[src/hw/rtl/eira_pkg.sv]
`timescale 1ns / 1ps
// ----------------------------------------------------------------------------
// eira_pkg: shared types and constants of the entity ID range allocator
// Request kinds, sequencer states, status codes and parameter defaults.
// ----------------------------------------------------------------------------
package eira_pkg;

    localparam int FREE_SLOTS_DEF = 16;
    localparam int ID_BITS_DEF    = 32;
    localparam int COUNT_BITS     = 16;

    localparam logic STATUS_OK   = 1'b0;
    localparam logic STATUS_FULL = 1'b1;

    typedef enum logic [1:0] {
        KIND_ALLOC_ONE   = 2'd0,
        KIND_ALLOC_RANGE = 2'd1,
        KIND_REL_ONE     = 2'd2,
        KIND_REL_RANGE   = 2'd3
    } kind_t;

    typedef enum logic [2:0] {
        ST_IDLE,
        ST_DECIDE,
        ST_SCAN,
        ST_SHIFT,
        ST_DONE
    } state_t;

endpackage

[src/hw/rtl/eira_ram.sv]
`timescale 1ns / 1ps
// ----------------------------------------------------------------------------
// eira_ram: free range store
// One write port, one read port, registered read data.
// ----------------------------------------------------------------------------
module eira_ram #(
    parameter int DEPTH = 16,
    parameter int WIDTH = 64
) (
    input  logic                     aclk,
    input  logic                     we,
    input  logic [$clog2(DEPTH)-1:0] waddr,
    input  logic [WIDTH-1:0]         wdata,
    input  logic [$clog2(DEPTH)-1:0] raddr,
    output logic [WIDTH-1:0]         rdata
);

    logic [WIDTH-1:0] mem [DEPTH];
    logic [WIDTH-1:0] rdata_reg;

    always_ff @(posedge aclk) begin
        if (we) begin
            mem[waddr] <= wdata;
        end
        rdata_reg <= mem[raddr];
    end

    assign rdata = rdata_reg;

endmodule

[src/hw/rtl/eira_core.sv]
`timescale 1ns / 1ps
// ----------------------------------------------------------------------------
// eira_core: allocation sequencer
// Holds the mark and list count, scans the free list through the range
// store, updates the hit entry or appends one, and closes gaps left by removed ranges.
// ----------------------------------------------------------------------------
module eira_core #(
    parameter int FREE_SLOTS = 16,
    parameter int ID_BITS    = 32
) (
    input  logic                          aclk,
    input  logic                          aresetn,
    // request
    input  logic                          in_valid,
    output logic                          in_ready,
    input  eira_pkg::kind_t               in_kind,
    input  logic [ID_BITS-1:0]            in_first_id,
    input  logic [ID_BITS-1:0]            in_end_id,
    input  logic [eira_pkg::COUNT_BITS-1:0] in_count,
    // result
    output logic                          res_valid,
    input  logic                          res_ready,
    output logic [ID_BITS-1:0]            res_first,
    output logic [ID_BITS-1:0]            res_end,
    output logic                          res_status,
    // range store, entry = {begin, end}
    output logic                          ram_we,
    output logic [$clog2(FREE_SLOTS)-1:0] ram_waddr,
    output logic [2*ID_BITS-1:0]          ram_wdata,
    output logic [$clog2(FREE_SLOTS)-1:0] ram_raddr,
    input  logic [2*ID_BITS-1:0]          ram_rdata
);

    import eira_pkg::*;

    localparam int IDX_W = $clog2(FREE_SLOTS);
    localparam int CNT_W = $clog2(FREE_SLOTS + 1);

    state_t             state_reg, state_next;
    kind_t              kind_reg, kind_next;
    logic [ID_BITS-1:0] rb_reg, rb_next;
    logic [ID_BITS-1:0] re_reg, re_next;
    logic [ID_BITS-1:0] cnt_reg, cnt_next;
    logic [ID_BITS-1:0] hw_reg, hw_next;
    logic [CNT_W-1:0]   fcnt_reg, fcnt_next;
    logic [ID_BITS-1:0] mk_first_reg, mk_first_next;
    logic [ID_BITS-1:0] mk_end_reg, mk_end_next;
    logic [CNT_W-1:0]   scan_reg, scan_next;
    logic               ev_vld_reg, ev_vld_next;
    logic [IDX_W-1:0]   ev_idx_reg, ev_idx_next;
    logic [CNT_W-1:0]   sh_rd_reg, sh_rd_next;
    logic [IDX_W-1:0]   sh_wr_reg, sh_wr_next;
    logic               sh_vld_reg, sh_vld_next;
    logic [ID_BITS-1:0] res_first_reg, res_first_next;
    logic [ID_BITS-1:0] res_end_reg, res_end_next;
    logic               res_status_reg, res_status_next;

    logic [ID_BITS-1:0] rd_b, rd_e, rd_len, nb;
    logic [ID_BITS-1:0] hw_plus_cnt, mk_first_c, mk_end_c;
    logic               is_alloc, alloc_hit, end_hit, beg_hit;
    logic               last_ev, list_full, scan_issue, sh_issue;
    logic               leave_scan;

    assign rd_b        = ram_rdata[2*ID_BITS-1:ID_BITS];
    assign rd_e        = ram_rdata[ID_BITS-1:0];
    assign rd_len      = rd_e - rd_b;
    assign nb          = rd_b + cnt_reg;
    assign hw_plus_cnt = hw_reg + cnt_reg;
    assign mk_first_c  = hw_reg + ID_BITS'(1);
    assign mk_end_c    = hw_plus_cnt + ID_BITS'(1);

    assign is_alloc   = (kind_reg == KIND_ALLOC_ONE) || (kind_reg == KIND_ALLOC_RANGE);
    // allocate-one takes the front range whatever its length
    assign alloc_hit  = (kind_reg == KIND_ALLOC_ONE) || (rd_len >= cnt_reg);
    assign end_hit    = (rd_e == rb_reg);
    assign beg_hit    = (rd_b == re_reg);
    assign last_ev    = ((CNT_W'(ev_idx_reg) + CNT_W'(1)) == fcnt_reg);
    assign list_full  = (fcnt_reg == CNT_W'(FREE_SLOTS));
    assign scan_issue = (scan_reg < fcnt_reg);
    assign sh_issue   = (sh_rd_reg < fcnt_reg);

    always_ff @(posedge aclk) begin
        if (!aresetn) begin
            state_reg  <= ST_IDLE;
            hw_reg     <= '0;
            fcnt_reg   <= '0;
            ev_vld_reg <= 1'b0;
            sh_vld_reg <= 1'b0;
        end else begin
            state_reg  <= state_next;
            hw_reg     <= hw_next;
            fcnt_reg   <= fcnt_next;
            ev_vld_reg <= ev_vld_next;
            sh_vld_reg <= sh_vld_next;
        end
    end

    always_ff @(posedge aclk) begin
        kind_reg       <= kind_next;
        rb_reg         <= rb_next;
        re_reg         <= re_next;
        cnt_reg        <= cnt_next;
        mk_first_reg   <= mk_first_next;
        mk_end_reg     <= mk_end_next;
        scan_reg       <= scan_next;
        ev_idx_reg     <= ev_idx_next;
        sh_rd_reg      <= sh_rd_next;
        sh_wr_reg      <= sh_wr_next;
        res_first_reg  <= res_first_next;
        res_end_reg    <= res_end_next;
        res_status_reg <= res_status_next;
    end

    always_comb begin
        state_next      = state_reg;
        kind_next       = kind_reg;
        rb_next         = rb_reg;
        re_next         = re_reg;
        cnt_next        = cnt_reg;
        hw_next         = hw_reg;
        fcnt_next       = fcnt_reg;
        mk_first_next   = mk_first_reg;
        mk_end_next     = mk_end_reg;
        scan_next       = scan_reg;
        ev_vld_next     = 1'b0;
        ev_idx_next     = ev_idx_reg;
        sh_rd_next      = sh_rd_reg;
        sh_wr_next      = sh_wr_reg;
        sh_vld_next     = 1'b0;
        res_first_next  = res_first_reg;
        res_end_next    = res_end_reg;
        res_status_next = res_status_reg;
        ram_we          = 1'b0;
        ram_waddr       = ev_idx_reg;
        ram_wdata       = {rd_b, rd_e};
        ram_raddr       = '0;
        in_ready        = 1'b0;
        res_valid       = 1'b0;
        leave_scan      = 1'b0;

        case (state_reg)
            ST_IDLE: begin
                in_ready = 1'b1;
                if (in_valid) begin
                    kind_next  = in_kind;
                    rb_next    = in_first_id;
                    re_next    = (in_kind == KIND_REL_ONE) ? in_first_id + ID_BITS'(1)
                                                           : in_end_id;
                    cnt_next   = (in_kind == KIND_ALLOC_ONE) ? ID_BITS'(1)
                                                             : ID_BITS'(in_count);
                    state_next = ST_DECIDE;
                end
            end

            ST_DECIDE: begin
                mk_first_next   = mk_first_c;
                mk_end_next     = mk_end_c;
                res_first_next  = '0;
                res_end_next    = '0;
                res_status_next = STATUS_OK;
                scan_next       = '0;
                if (is_alloc) begin
                    if (fcnt_reg == '0) begin
                        res_first_next = mk_first_c;
                        res_end_next   = mk_end_c;
                        hw_next        = hw_plus_cnt;
                        state_next     = ST_DONE;
                    end else begin
                        state_next = ST_SCAN;
                    end
                end else if (rb_reg == re_reg) begin
                    state_next = ST_DONE;
                end else if ((re_reg - ID_BITS'(1)) == hw_reg) begin
                    // range touches the top: pull the mark down
                    hw_next    = rb_reg - ID_BITS'(1);
                    state_next = ST_DONE;
                end else if (fcnt_reg == '0) begin
                    ram_we     = 1'b1;
                    ram_waddr  = '0;
                    ram_wdata  = {rb_reg, re_reg};
                    fcnt_next  = CNT_W'(1);
                    state_next = ST_DONE;
                end else begin
                    state_next = ST_SCAN;
                end
            end

            ST_SCAN: begin
                // reads run one entry ahead of the compare
                if (scan_issue) begin
                    ram_raddr   = scan_reg[IDX_W-1:0];
                    ev_idx_next = scan_reg[IDX_W-1:0];
                    scan_next   = scan_reg + CNT_W'(1);
                end
                if (ev_vld_reg) begin
                    if (is_alloc) begin
                        if (alloc_hit) begin
                            leave_scan     = 1'b1;
                            res_first_next = rd_b;
                            res_end_next   = nb;
                            if (nb == rd_e) begin
                                sh_rd_next = CNT_W'(ev_idx_reg) + CNT_W'(1);
                                state_next = ST_SHIFT;
                            end else begin
                                ram_we     = 1'b1;
                                ram_wdata  = {nb, rd_e};
                                state_next = ST_DONE;
                            end
                        end else if (last_ev) begin
                            leave_scan     = 1'b1;
                            res_first_next = mk_first_reg;
                            res_end_next   = mk_end_reg;
                            hw_next        = hw_plus_cnt;
                            state_next     = ST_DONE;
                        end
                    end else begin
                        if (end_hit) begin
                            leave_scan = 1'b1;
                            ram_we     = 1'b1;
                            ram_wdata  = {rd_b, re_reg};
                            state_next = ST_DONE;
                        end else if (beg_hit) begin
                            leave_scan = 1'b1;
                            ram_we     = 1'b1;
                            ram_wdata  = {rb_reg, rd_e};
                            state_next = ST_DONE;
                        end else if (last_ev) begin
                            leave_scan = 1'b1;
                            state_next = ST_DONE;
                            if (list_full) begin
                                res_status_next = STATUS_FULL;
                            end else begin
                                ram_we    = 1'b1;
                                ram_waddr = fcnt_reg[IDX_W-1:0];
                                ram_wdata = {rb_reg, re_reg};
                                fcnt_next = fcnt_reg + CNT_W'(1);
                            end
                        end
                    end
                end
                ev_vld_next = scan_issue && !leave_scan;
            end

            ST_SHIFT: begin
                // move entry j+1 down to j, read and write overlapped
                if (sh_issue) begin
                    ram_raddr   = sh_rd_reg[IDX_W-1:0];
                    sh_vld_next = 1'b1;
                    sh_rd_next  = sh_rd_reg + CNT_W'(1);
                    sh_wr_next  = IDX_W'(sh_rd_reg - CNT_W'(1));
                end
                if (sh_vld_reg) begin
                    ram_we    = 1'b1;
                    ram_waddr = sh_wr_reg;
                    ram_wdata = ram_rdata;
                end
                if (!sh_issue && !sh_vld_reg) begin
                    fcnt_next  = fcnt_reg - CNT_W'(1);
                    state_next = ST_DONE;
                end
            end

            ST_DONE: begin
                res_valid = 1'b1;
                if (res_ready) begin
                    state_next = ST_IDLE;
                end
            end

            default: begin
                state_next = ST_IDLE;
            end
        endcase
    end

    assign res_first  = res_first_reg;
    assign res_end    = res_end_reg;
    assign res_status = res_status_reg;

    a_fcnt_bound: assert property (@(posedge aclk) disable iff (!aresetn)
        fcnt_reg <= CNT_W'(FREE_SLOTS))
        else $error("free list count above capacity");

    a_full_drop: assert property (@(posedge aclk) disable iff (!aresetn)
        (res_valid && (res_status_reg == STATUS_FULL)) |-> (list_full && !is_alloc))
        else $error("full status without a full list on a release");

    a_scan_in_list: assert property (@(posedge aclk) disable iff (!aresetn)
        ev_vld_reg |-> (CNT_W'(ev_idx_reg) < fcnt_reg))
        else $error("scan compare outside the live list");

    a_shift_wr: assert property (@(posedge aclk) disable iff (!aresetn)
        ((state_reg == ST_SHIFT) && ram_we) |-> ((CNT_W'(sh_wr_reg) + CNT_W'(1)) < fcnt_reg))
        else $error("gap close writes past the list end");

    a_accept: assert property (@(posedge aclk) disable iff (!aresetn)
        (in_valid && in_ready) |=> (state_reg == ST_DECIDE))
        else $error("accepted request not decoded");

endmodule

[src/hw/rtl/entity_id_range_allocator.sv]
`timescale 1ns / 1ps
// ----------------------------------------------------------------------------
// entity_id_range_allocator: first-fit ID range allocator
// Steps: the core decodes a request, scans the free list through the store
//   when the list holds entries and the request needs it, and removes a
//   drained range by moving each later entry down (store read port).
// One request at a time.
// Reset: synchronous, active low; mark and list count clear, store unset.
// ----------------------------------------------------------------------------
module entity_id_range_allocator #(
    parameter int FREE_SLOTS = eira_pkg::FREE_SLOTS_DEF,
    parameter int ID_BITS    = eira_pkg::ID_BITS_DEF
) (
    input  logic aclk,
    input  logic aresetn,
    // request channel
    input  logic s_axis_tvalid,
    output logic s_axis_tready,
    // tdata, low bit up: first_id, end_id, count, zero pad
    input  logic [((2*ID_BITS + eira_pkg::COUNT_BITS + 7) / 8) * 8 - 1:0] s_axis_tdata,
    // tuser: kind
    input  logic [1:0] s_axis_tuser,
    // result channel
    output logic m_axis_tvalid,
    input  logic m_axis_tready,
    // tdata, low bit up: alloc_first, alloc_end, zero pad
    output logic [((2*ID_BITS + 7) / 8) * 8 - 1:0] m_axis_tdata,
    // tuser: status
    output logic [0:0] m_axis_tuser
);

    import eira_pkg::*;

    localparam int IDX_W    = $clog2(FREE_SLOTS);
    localparam int M_DATA_W = ((2*ID_BITS + 7) / 8) * 8;

    // core <-> range store
    logic                 ram_we;
    logic [IDX_W-1:0]     ram_waddr, ram_raddr;
    logic [2*ID_BITS-1:0] ram_wdata, ram_rdata;

    // core result
    logic               res_valid, res_ready, res_status;
    logic [ID_BITS-1:0] res_first, res_end;

    // output register: the core may take the next request while a result
    // waits here for the downstream side
    logic               m_valid_reg, m_valid_next;
    logic [ID_BITS-1:0] m_first_reg, m_end_reg;
    logic               m_status_reg;

    eira_ram #(
        .DEPTH (FREE_SLOTS),
        .WIDTH (2*ID_BITS)
    ) u_ram (
        .aclk  (aclk),
        .we    (ram_we),
        .waddr (ram_waddr),
        .wdata (ram_wdata),
        .raddr (ram_raddr),
        .rdata (ram_rdata)
    );

    eira_core #(
        .FREE_SLOTS (FREE_SLOTS),
        .ID_BITS    (ID_BITS)
    ) u_core (
        .aclk        (aclk),
        .aresetn     (aresetn),
        .in_valid    (s_axis_tvalid),
        .in_ready    (s_axis_tready),
        .in_kind     (kind_t'(s_axis_tuser)),
        .in_first_id (s_axis_tdata[ID_BITS-1:0]),
        .in_end_id   (s_axis_tdata[2*ID_BITS-1:ID_BITS]),
        .in_count    (s_axis_tdata[2*ID_BITS +: COUNT_BITS]),
        .res_valid   (res_valid),
        .res_ready   (res_ready),
        .res_first   (res_first),
        .res_end     (res_end),
        .res_status  (res_status),
        .ram_we      (ram_we),
        .ram_waddr   (ram_waddr),
        .ram_wdata   (ram_wdata),
        .ram_raddr   (ram_raddr),
        .ram_rdata   (ram_rdata)
    );

    // free slot in the output register, or it empties this cycle
    assign res_ready = !m_valid_reg || m_axis_tready;

    always_comb begin
        m_valid_next = m_valid_reg;
        if (res_valid && res_ready) begin
            m_valid_next = 1'b1;
        end else if (m_axis_tready) begin
            m_valid_next = 1'b0;
        end
    end

    always_ff @(posedge aclk) begin
        if (!aresetn) begin
            m_valid_reg <= 1'b0;
        end else begin
            m_valid_reg <= m_valid_next;
        end
    end

    always_ff @(posedge aclk) begin
        if (res_valid && res_ready) begin
            m_first_reg  <= res_first;
            m_end_reg    <= res_end;
            m_status_reg <= res_status;
        end
    end

    assign m_axis_tvalid = m_valid_reg;
    assign m_axis_tdata  = M_DATA_W'({m_end_reg, m_first_reg});
    assign m_axis_tuser  = m_status_reg;

    a_hold_result: assert property (@(posedge aclk) disable iff (!aresetn)
        (m_valid_reg && !m_axis_tready) |=> (m_valid_reg && $stable(m_first_reg)
                                             && $stable(m_end_reg)))
        else $error("pending result changed before transfer");

    a_no_overwrite: assert property (@(posedge aclk) disable iff (!aresetn)
        (res_valid && res_ready) |-> (!m_valid_reg || m_axis_tready))
        else $error("result loaded over a pending one");

    a_status_zero_ids: assert property (@(posedge aclk) disable iff (!aresetn)
        (m_valid_reg && (m_status_reg == STATUS_FULL)) |->
            ((m_first_reg == '0) && (m_end_reg == '0)))
        else $error("dropped release reports identifiers");

endmodule

[config.mk]
export PLATFORM = sky130hd
export DESIGN_NAME = entity_id_range_allocator
export DESIGN_NICKNAME = d
export VERILOG_FILES = /design/src/hw/rtl/eira_pkg.sv /design/src/hw/rtl/eira_ram.sv /design/src/hw/rtl/eira_core.sv /design/src/hw/rtl/entity_id_range_allocator.sv
export SDC_FILE = /design/constraint.sdc
export NUM_CORES = 2
export LEC_CHECK = 0
export BUFFER_PORTS_ARGS = -buffer_cell sky130_fd_sc_hd__buf_2
export CAP_MARGIN = 5
export CORE_MARGIN = 2
export CORE_UTILIZATION = 45
export CTS_BUF_LIST = sky130_fd_sc_hd__clkbuf_4
export CTS_CLUSTER_SIZE = 20
export DETAILED_ROUTE_END_ITERATION = 7
export GPL_ROUTABILITY_DRIVEN = 0
export GPL_TIMING_DRIVEN = 1
export HOLD_SLACK_MARGIN = 0.1
export SETUP_SLACK_MARGIN = 0.05
export SYNTH_ARGS = -nofsm -noshare
export SYNTH_HDL_FRONTEND = slang
export SYNTH_SLANG_ARGS = --single-unit
export TNS_END_PERCENT = 50
[constraint.sdc]
create_clock -name aclk -period 12.35 [get_ports aclk]
set_input_delay 0.6175 -clock aclk [delete_from_list [all_inputs] [get_ports aclk]]
set_output_delay 0.6175 -clock aclk [all_outputs]
set_load 0.01 [all_outputs]
# == Word-level counts from Yosys, hierarchy flattened ==
# Memories as Yosys holds them, arrays and structs flattened. A register that Yosys moved wholly into a read port is not among the register bits.
# Index checks and enable logic that the tools add are counted.
# word_totals
ff_bits,353
ram_bits,1024
out_inout_bits,67
wordCells,230
n_memories,1
# op_classes
add_sub_neg,14
magnitude_cmp,3
eq_ne,37
n_mux,122
n_reduce_logical,30
# memory_table
memory,words,width,read_ports,rd_clocked_by_memory_dff,write_ports,line_no,text
u_ram.mem,16,64,1,1,1,eira_ram.sv:18,logic [WIDTH-1:0] mem [DEPTH];
# op_table
op,count
2-to-1 mux 64 bit,12
2-to-1 mux 32 bit,21
case mux 32 bit (2 select lines),3
equality test 32 bit,5
case mux 64 bit (2 select lines),1
"adder 32 x 1 -> 32 bit, second input constant",3
2-to-1 mux 5 bit,17
adder 32 bit,2
"subtractor 32 x 1 -> 32 bit, second input constant",2
2-to-1 mux 4 bit,13
2-to-1 mux 3 bit,14
2-to-1 mux 1 bit,33
greater-or-equal comparator 32 bit,1
subtractor 32 bit,1
"inequality test 2 x 1 -> 1 bit, second input constant",10
"inequality test 2 bit, second input constant",10
case mux 5 bit (2 select lines),2
"adder 5 x 1 -> 5 bit, second input constant",3
case mux 3 bit (5 select lines),1
case mux 5 bit (3 select lines),1
case mux 4 bit (3 select lines),1
AND reduction 12 bit,1
AND reduction 2 bit,6
less-than comparator 5 bit,2
28 further kinds,41

# == Longest topological paths before layout ==
# depth
depth_word,10
ltp_mapped,26

# == Modules after synthesis ==
# From an unflattened synthesis, not the netlist that was laid out.
# unflattened
cells_unflattened,4576
area_unflattened_um2,65888.2
# by_module_without_submodules
module,instances,cells_per_inst,area_each_um2,seq_area_each_um2
eira_ram,1,1647,39583.0,32030.7
eira_core,1,2859,24295.8,7717.4
entity_id_range_allocator,1,70,2009.4,1971.9

# == Worst setup path before layout ==
# No wires, ideal clock.
# synth_timing
kind,register -> register
startpoint,reg u_ram.rdata_reg[35] (netlist: u_ram.rdata[35]) (read register of u_ram.mem)
endpoint,mem u_ram.mem[9][0] (enable)
arrival_ns,8.826
path_slack_ns,2.944
stages_incl_launch_ff,22
synth_period_minus_slack_ns,9.406
cell_sequence,dfxtp_1 > inv_1 > ha_1 > and2_1 > a221oi_1 > a211oi_1 > o21bai_1 > nand2_1 > a21o_1 > a21oi_1 > xnor2_1 > ha_1 > nand4_1 > or2_2 > o211ai_1 > or4_1 > nor4b_4 > nand2b_1 > buf_2 > o211ai_1 > nand3_1 > nor3b_1
# synth_via
elab_chain_len,9
# synth_rtl
element,line_no,text
"start, declared",eira_ram.sv:19,logic [WIDTH-1:0] rdata_reg;
subtractor 32 bit or adder 32 bit (tied branches),"eira_core.sv:66, eira_core.sv:67",
greater-or-equal comparator 32 bit or equality test 32 bit (tied branches),"eira_core.sv:74, eira_core.sv:201",
logical OR 1 bit or 2-to-1 mux 1 bit (tied branches),"eira_core.sv:74, eira_core.sv:201",
2-to-1 mux 1 bit,eira_core.sv:197,if (alloc_hit) begin
2-to-1 mux 1 bit,eira_core.sv:196,if (is_alloc) begin
2-to-1 mux 1 bit,eira_core.sv:195,if (ev_vld_reg) begin
case mux 1 bit (3 select lines),eira_core.sv:141,case (state_reg)
2-to-1 mux 1 bit,eira_ram.sv:22,if (we) begin
2-to-1 mux 1 bit (implied by the code),eira_ram.sv:23,mem[waddr] <= wdata;
"end, declared",eira_ram.sv:18,
# Several ways; a longest one is shown, not always the timed one.

# == Final worst setup path ==
# layout_timing
startpoint,reg u_ram.rdata_reg[35] (netlist: u_ram.rdata[35]) (read register of u_ram.mem)
endpoint,mem u_ram.mem[11][6] (enable)
# Same word-level chain as after synthesis.

==> run summary <==
The wire length per cell came out at roughly 26 um. Of all nets on the critical path, the largest fanout is 47. The sum of negative setup slack came out at 0 ns.

The per-instance average area after synthesis came out at between 10 and 15 um^2. The most used flip-flop cell after synthesis is edfxtp_1. The maximum ir drop on the vdd rail came out at around 0.11 mV.

When the netlist entered floorplanning its net count stood at between 5000 and 6000. The proportion of total power due to net switching is 25.5%. By area the synthesized netlist is led by edfxtp_1, nand2_1, a211oi_1. The arrival time of the worst setup path is 8.34 ns.

The async set-reset flop share out of synthesis came out at 0%. The total congestion overflow came out at 0. The maximum level of the CTS H-tree is 5. The slowest stage of the critical path is the buf_4 cell. The starting utilization of the core area is a little under half. After synthesis, the most frequently instantiated cells are edfxtp_1, nand2_1, clkbuf_1, a211oi_1, a21oi_1.

The CTS tree is built. The number of enable-type register cells in the synthesized netlist is between 1000 and 1500. The setup path with the least slack is of type reg -> reg.

The worst clock skew came out at 0.181 ns. The number of instances in the synthesized netlist is between 5000 and 6000. The netlist area before placement came out at between 60000 and 70000 um^2. Cell internal power was estimated by the tool at approximately 8000 uW.

The data required time at the worst endpoint is ~13 ns. The overall track demand over capacity in global routing is 27.9%. The via count normalized by instance count is between 6 and 7. The I/O pin count is about 150. The number of flip-flops under the largest register name is 1024. The first-pass detailed-route iteration total came out at 6.

The total of endpoints with negative setup slack in the final report came out at 0. The post-detailed-route count of antenna-violating nets is 0. Summed over all layers, the routed wires come to approximately 220000 um. The count of buffers from port buffering is 152.

The tool flagged a number of max-cap violations equal to 0. The horizontal die dimension came out at approximately 400 um. The via count of the first global-routing pass came out at approximately 48000.

Traced cell by cell, the critical path runs through inv_1 -> ha_1 -> and2_1 -> a221oi_1 -> a211oi_1 -> o21bai_1 -> nand2_1 -> a21o_1 -> a21oi_1 -> xnor2_1 -> ha_1 -> nand4_1 -> or2_2 -> o211ai_1 -> or4_1 -> nor4b_4 -> buf_4 -> nand2b_1 -> o211ai_1 -> nand3b_1 -> nor2_4 -> buf_4. The worst hold path belongs to the class in -> reg. The die covers 152000 um^2. For the pin with the worst max-slew slack, the measured transition is 1.35 ns.

Of the cells placed in the final design, the portion with a size suffix greater than 1 is between 10% and 20%. In this design, the stage delay of the slowest critical-path cell is ~0.82 ns. In the finished design, the share of the clock period the worst path needs comes to between 50% and 60%. The number of slew-limit violations in the final report is 0. In this run the power density over the cells is roughly 140 nW/um^2. The post-layout minimum cycle time came out at 7.40 ns.

The portion of total power attributed to sequential cells came out at a little over half. The number of clock buffers added by TritonCTS is between 300 and 400. STA classifies the critical path endpoint as a register. CTS saw about 1400 sinks. The top cell type by total area after synthesis is edfxtp_1. Counting flops and latches in the post-synthesis netlist gives around 1400.

The vertical die dimension came out at between 300 and 400 um. Detailed placement ended at an HPWL of roughly 140000 um. The maximum number of pins on one net before global-route repair came out at approximately 180.

Headroom to the max-slew limit came out at around a tenth. Summing the sequential cell areas from Yosys gives 62.1% of the chip area. The achievable frequency is roughly 0.14 GHz. The total design power is about 11000 uW. The synthesized netlist contains 101 unique library cells. The worst slack on hold paths came out at 0.241 ns. The relative area change from synthesis to final layout came out at 13.5%.

The combinational share of power is under 10%. The number of DRC violations after detailed-routing iteration 0 is ~5300. edfxtp_1 is the most common cell in the netlist. The clock passes through at most 4 buffers.

The floorplan has roughly 140 rows. The number of warnings printed during yosys synthesis came out at 0. The flow ran to the end, and the final reports show no timing, DRC or antenna violations. The clock latency of the later-clocked register in the worst-skew pair came out at between 1 and 1.5 ns. The clock input transition at the sequential cells of the worst setup and hold paths is about 0.060 ns. The master cell of the clock root buffer is clkbuf_4. The kind of start point of the critical path is a register. The final routed DRC violation total came out at 0. The total leakage power came out at approximately 0.026 uW. Across all layers, the routed design uses between 50000 and 60000 vias. The first global-routing pass estimated roughly 310000 um of wire. The floorplan core area came out at 148000 um^2. The count of final hold-check violations came out at 0. The number of cells upsized or downsized after cts is 0. The area share of the largest cell type after synthesis came out at about three fifths.

Setup repair after global routing left no endpoint under its margin. The fraction of power consumed by the clock network came out at between 30% and 40%. The switching power came out at 2750 uW. In the final design database the tool counted a little over 6000 nets. The number of antenna violations at the first check in global routing is 18.
==> logic make-up (layout without fill, tap and decap cells) <==
family,after synthesis,in the layout,synth area share (%)
flip-flops,1425,1425,62.1
multiplexers,95,95,1.48
XOR/XNOR,373,373,4.90
buffers and inverters,521,1166,3.02
AO/OA/AOI/OAI,1369,1369,14.2
adder cells (fa/ha/maj),103,103,1.96
other,0,18,0
AND/OR/NAND/NOR,1724,1724,12.4
==> per-layer routing <==
metal  wire, um  GRT usage [%]
met5        198          0.510
met4      11800           15.2
met3      21500           7.72
met2      98400           43.0
met1      84800           35.5
==> layout by cell type, fill, tap and decap left out, types with 15 or more instances in the layout <==
| cell type | Yosys | final |
|---|---|---|
| dfxtp_1 | 107 | 107 |
| clkinv_1 | 4 | 46 |
| nand3_1 | 93 | 92 |
| buf_2 | 24 | 152 |
| nor2_1 | 198 | 183 |
| a31oi_1 | 146 | 144 |
| o2111ai_1 | 33 | 33 |
| clkbuf_4 | 0 | 593 |
| nor4_1 | 44 | 43 |
| o21ai_0 | 124 | 122 |
| o21ai_1 | 23 | 25 |
| xnor2_1 | 257 | 257 |
| edfxtp_1 | 1318 | 1318 |
| a211oi_1 | 347 | 346 |
| or3_1 | 23 | 23 |
| and3_1 | 31 | 31 |
| mux2_2 | 35 | 35 |
| and2_1 | 263 | 261 |
| buf_4 | 9 | 99 |
| a21o_1 | 32 | 32 |
| and2_0 | 18 | 18 |
| or4_1 | 15 | 15 |
| diode_2 | 0 | 18 |
| mux2i_1 | 60 | 60 |
| a21oi_1 | 274 | 267 |
| nor3_1 | 72 | 67 |
| inv_1 | 94 | 94 |
| xor2_1 | 114 | 114 |
| a311oi_1 | 138 | 136 |
| nand2b_1 | 30 | 29 |
| o211ai_1 | 29 | 29 |
| nor2b_1 | 28 | 28 |
| dlygate4sd3_1 | 0 | 167 |
| ha_1 | 99 | 99 |
| o2bb2ai_1 | 57 | 57 |
| nand4_1 | 72 | 72 |
| o21a_1 | 20 | 20 |
| nand2_1 | 775 | 775 |
==> critical path: cells and delay by family (launching register included) <==
kind	cells	cell delay, ns
xor gates and xnor gates	1	0.10
AOI/OAI and AO/OA	7	2.06
and+or+nand+nor	9	2.38
DFF	1	0.47
adders and majority gates	2	0.67
buffers and inverters	3	1.21
==> stage by stage <==
step                cell area, um^2  std cells  util [%]  setup WS [ns]
finish                        76300       8203      51.5           4.95
global route                  76300       8195      51.5           4.70
CTS                           76200       8183      51.5           5.09
detailed placement            69800       7373      47.2           5.11
global placement              69800       7373      47.2           5.24
floorplan                     67200       5610         -           2.94
==> layout make-up <==
type | count | area (um^2)
Fill cell | 12852 | 71700
Sequential cell | 1425 | 41700
Multi-Input combinational cell | 3664 | 23700
Clock buffer | 593 | 4450
Timing Repair Buffer | 423 | 3280
Tap cell | 1930 | 2410
Inverter | 100 | 375
Clock inverter | 50 | 272
Antenna cell | 18 | 45.0
==> timing repair <==
| action | in CTS | in global routing |
|---|---|---|
| hold buffers | 167 | 0 |
| setup endpoints to repair | 0 | 0 |
| endpoints found under the hold margin | 116 | 0 |
| buffers inserted | 0 | 0 |
==> power by group through the flow <==
stage                     Clock (uW)  Combinational [uW]  Sequential [uW]
after floorplan                    0                 638             5620
after global placement             0                 940             5730
after detailed placement           0                 949             5730
after CTS                       4180                 994             5630
after global routing            4440                1090             5640
final                           4100                1030             5640
==> final timing paths <==
| path | from | endpoint | slack [ns] | cells past startpoint |
|---|---|---|---|---|
| setup / recovery | u_ram.rdata[35]$_DFF_P_ | u_ram.mem[11][6]$_DFFE_PP_ | 4.95 | 22 |
| hold / removal | s_axis_tdata[33] | u_core.re_reg[1]$_DFFE_PP_ | 0.24 | 3 |
| hold reg to reg | u_core.res_end[26]$_DFFE_PP_ | m_end_reg[26]$_DFFE_PP_ | 0.36 | 0 |
| setup reg to reg | u_ram.rdata[35]$_DFF_P_ | u_ram.mem[11][6]$_DFFE_PP_ | 4.95 | 22 |
No activity file was read; power rests on OpenSTA's default activity.
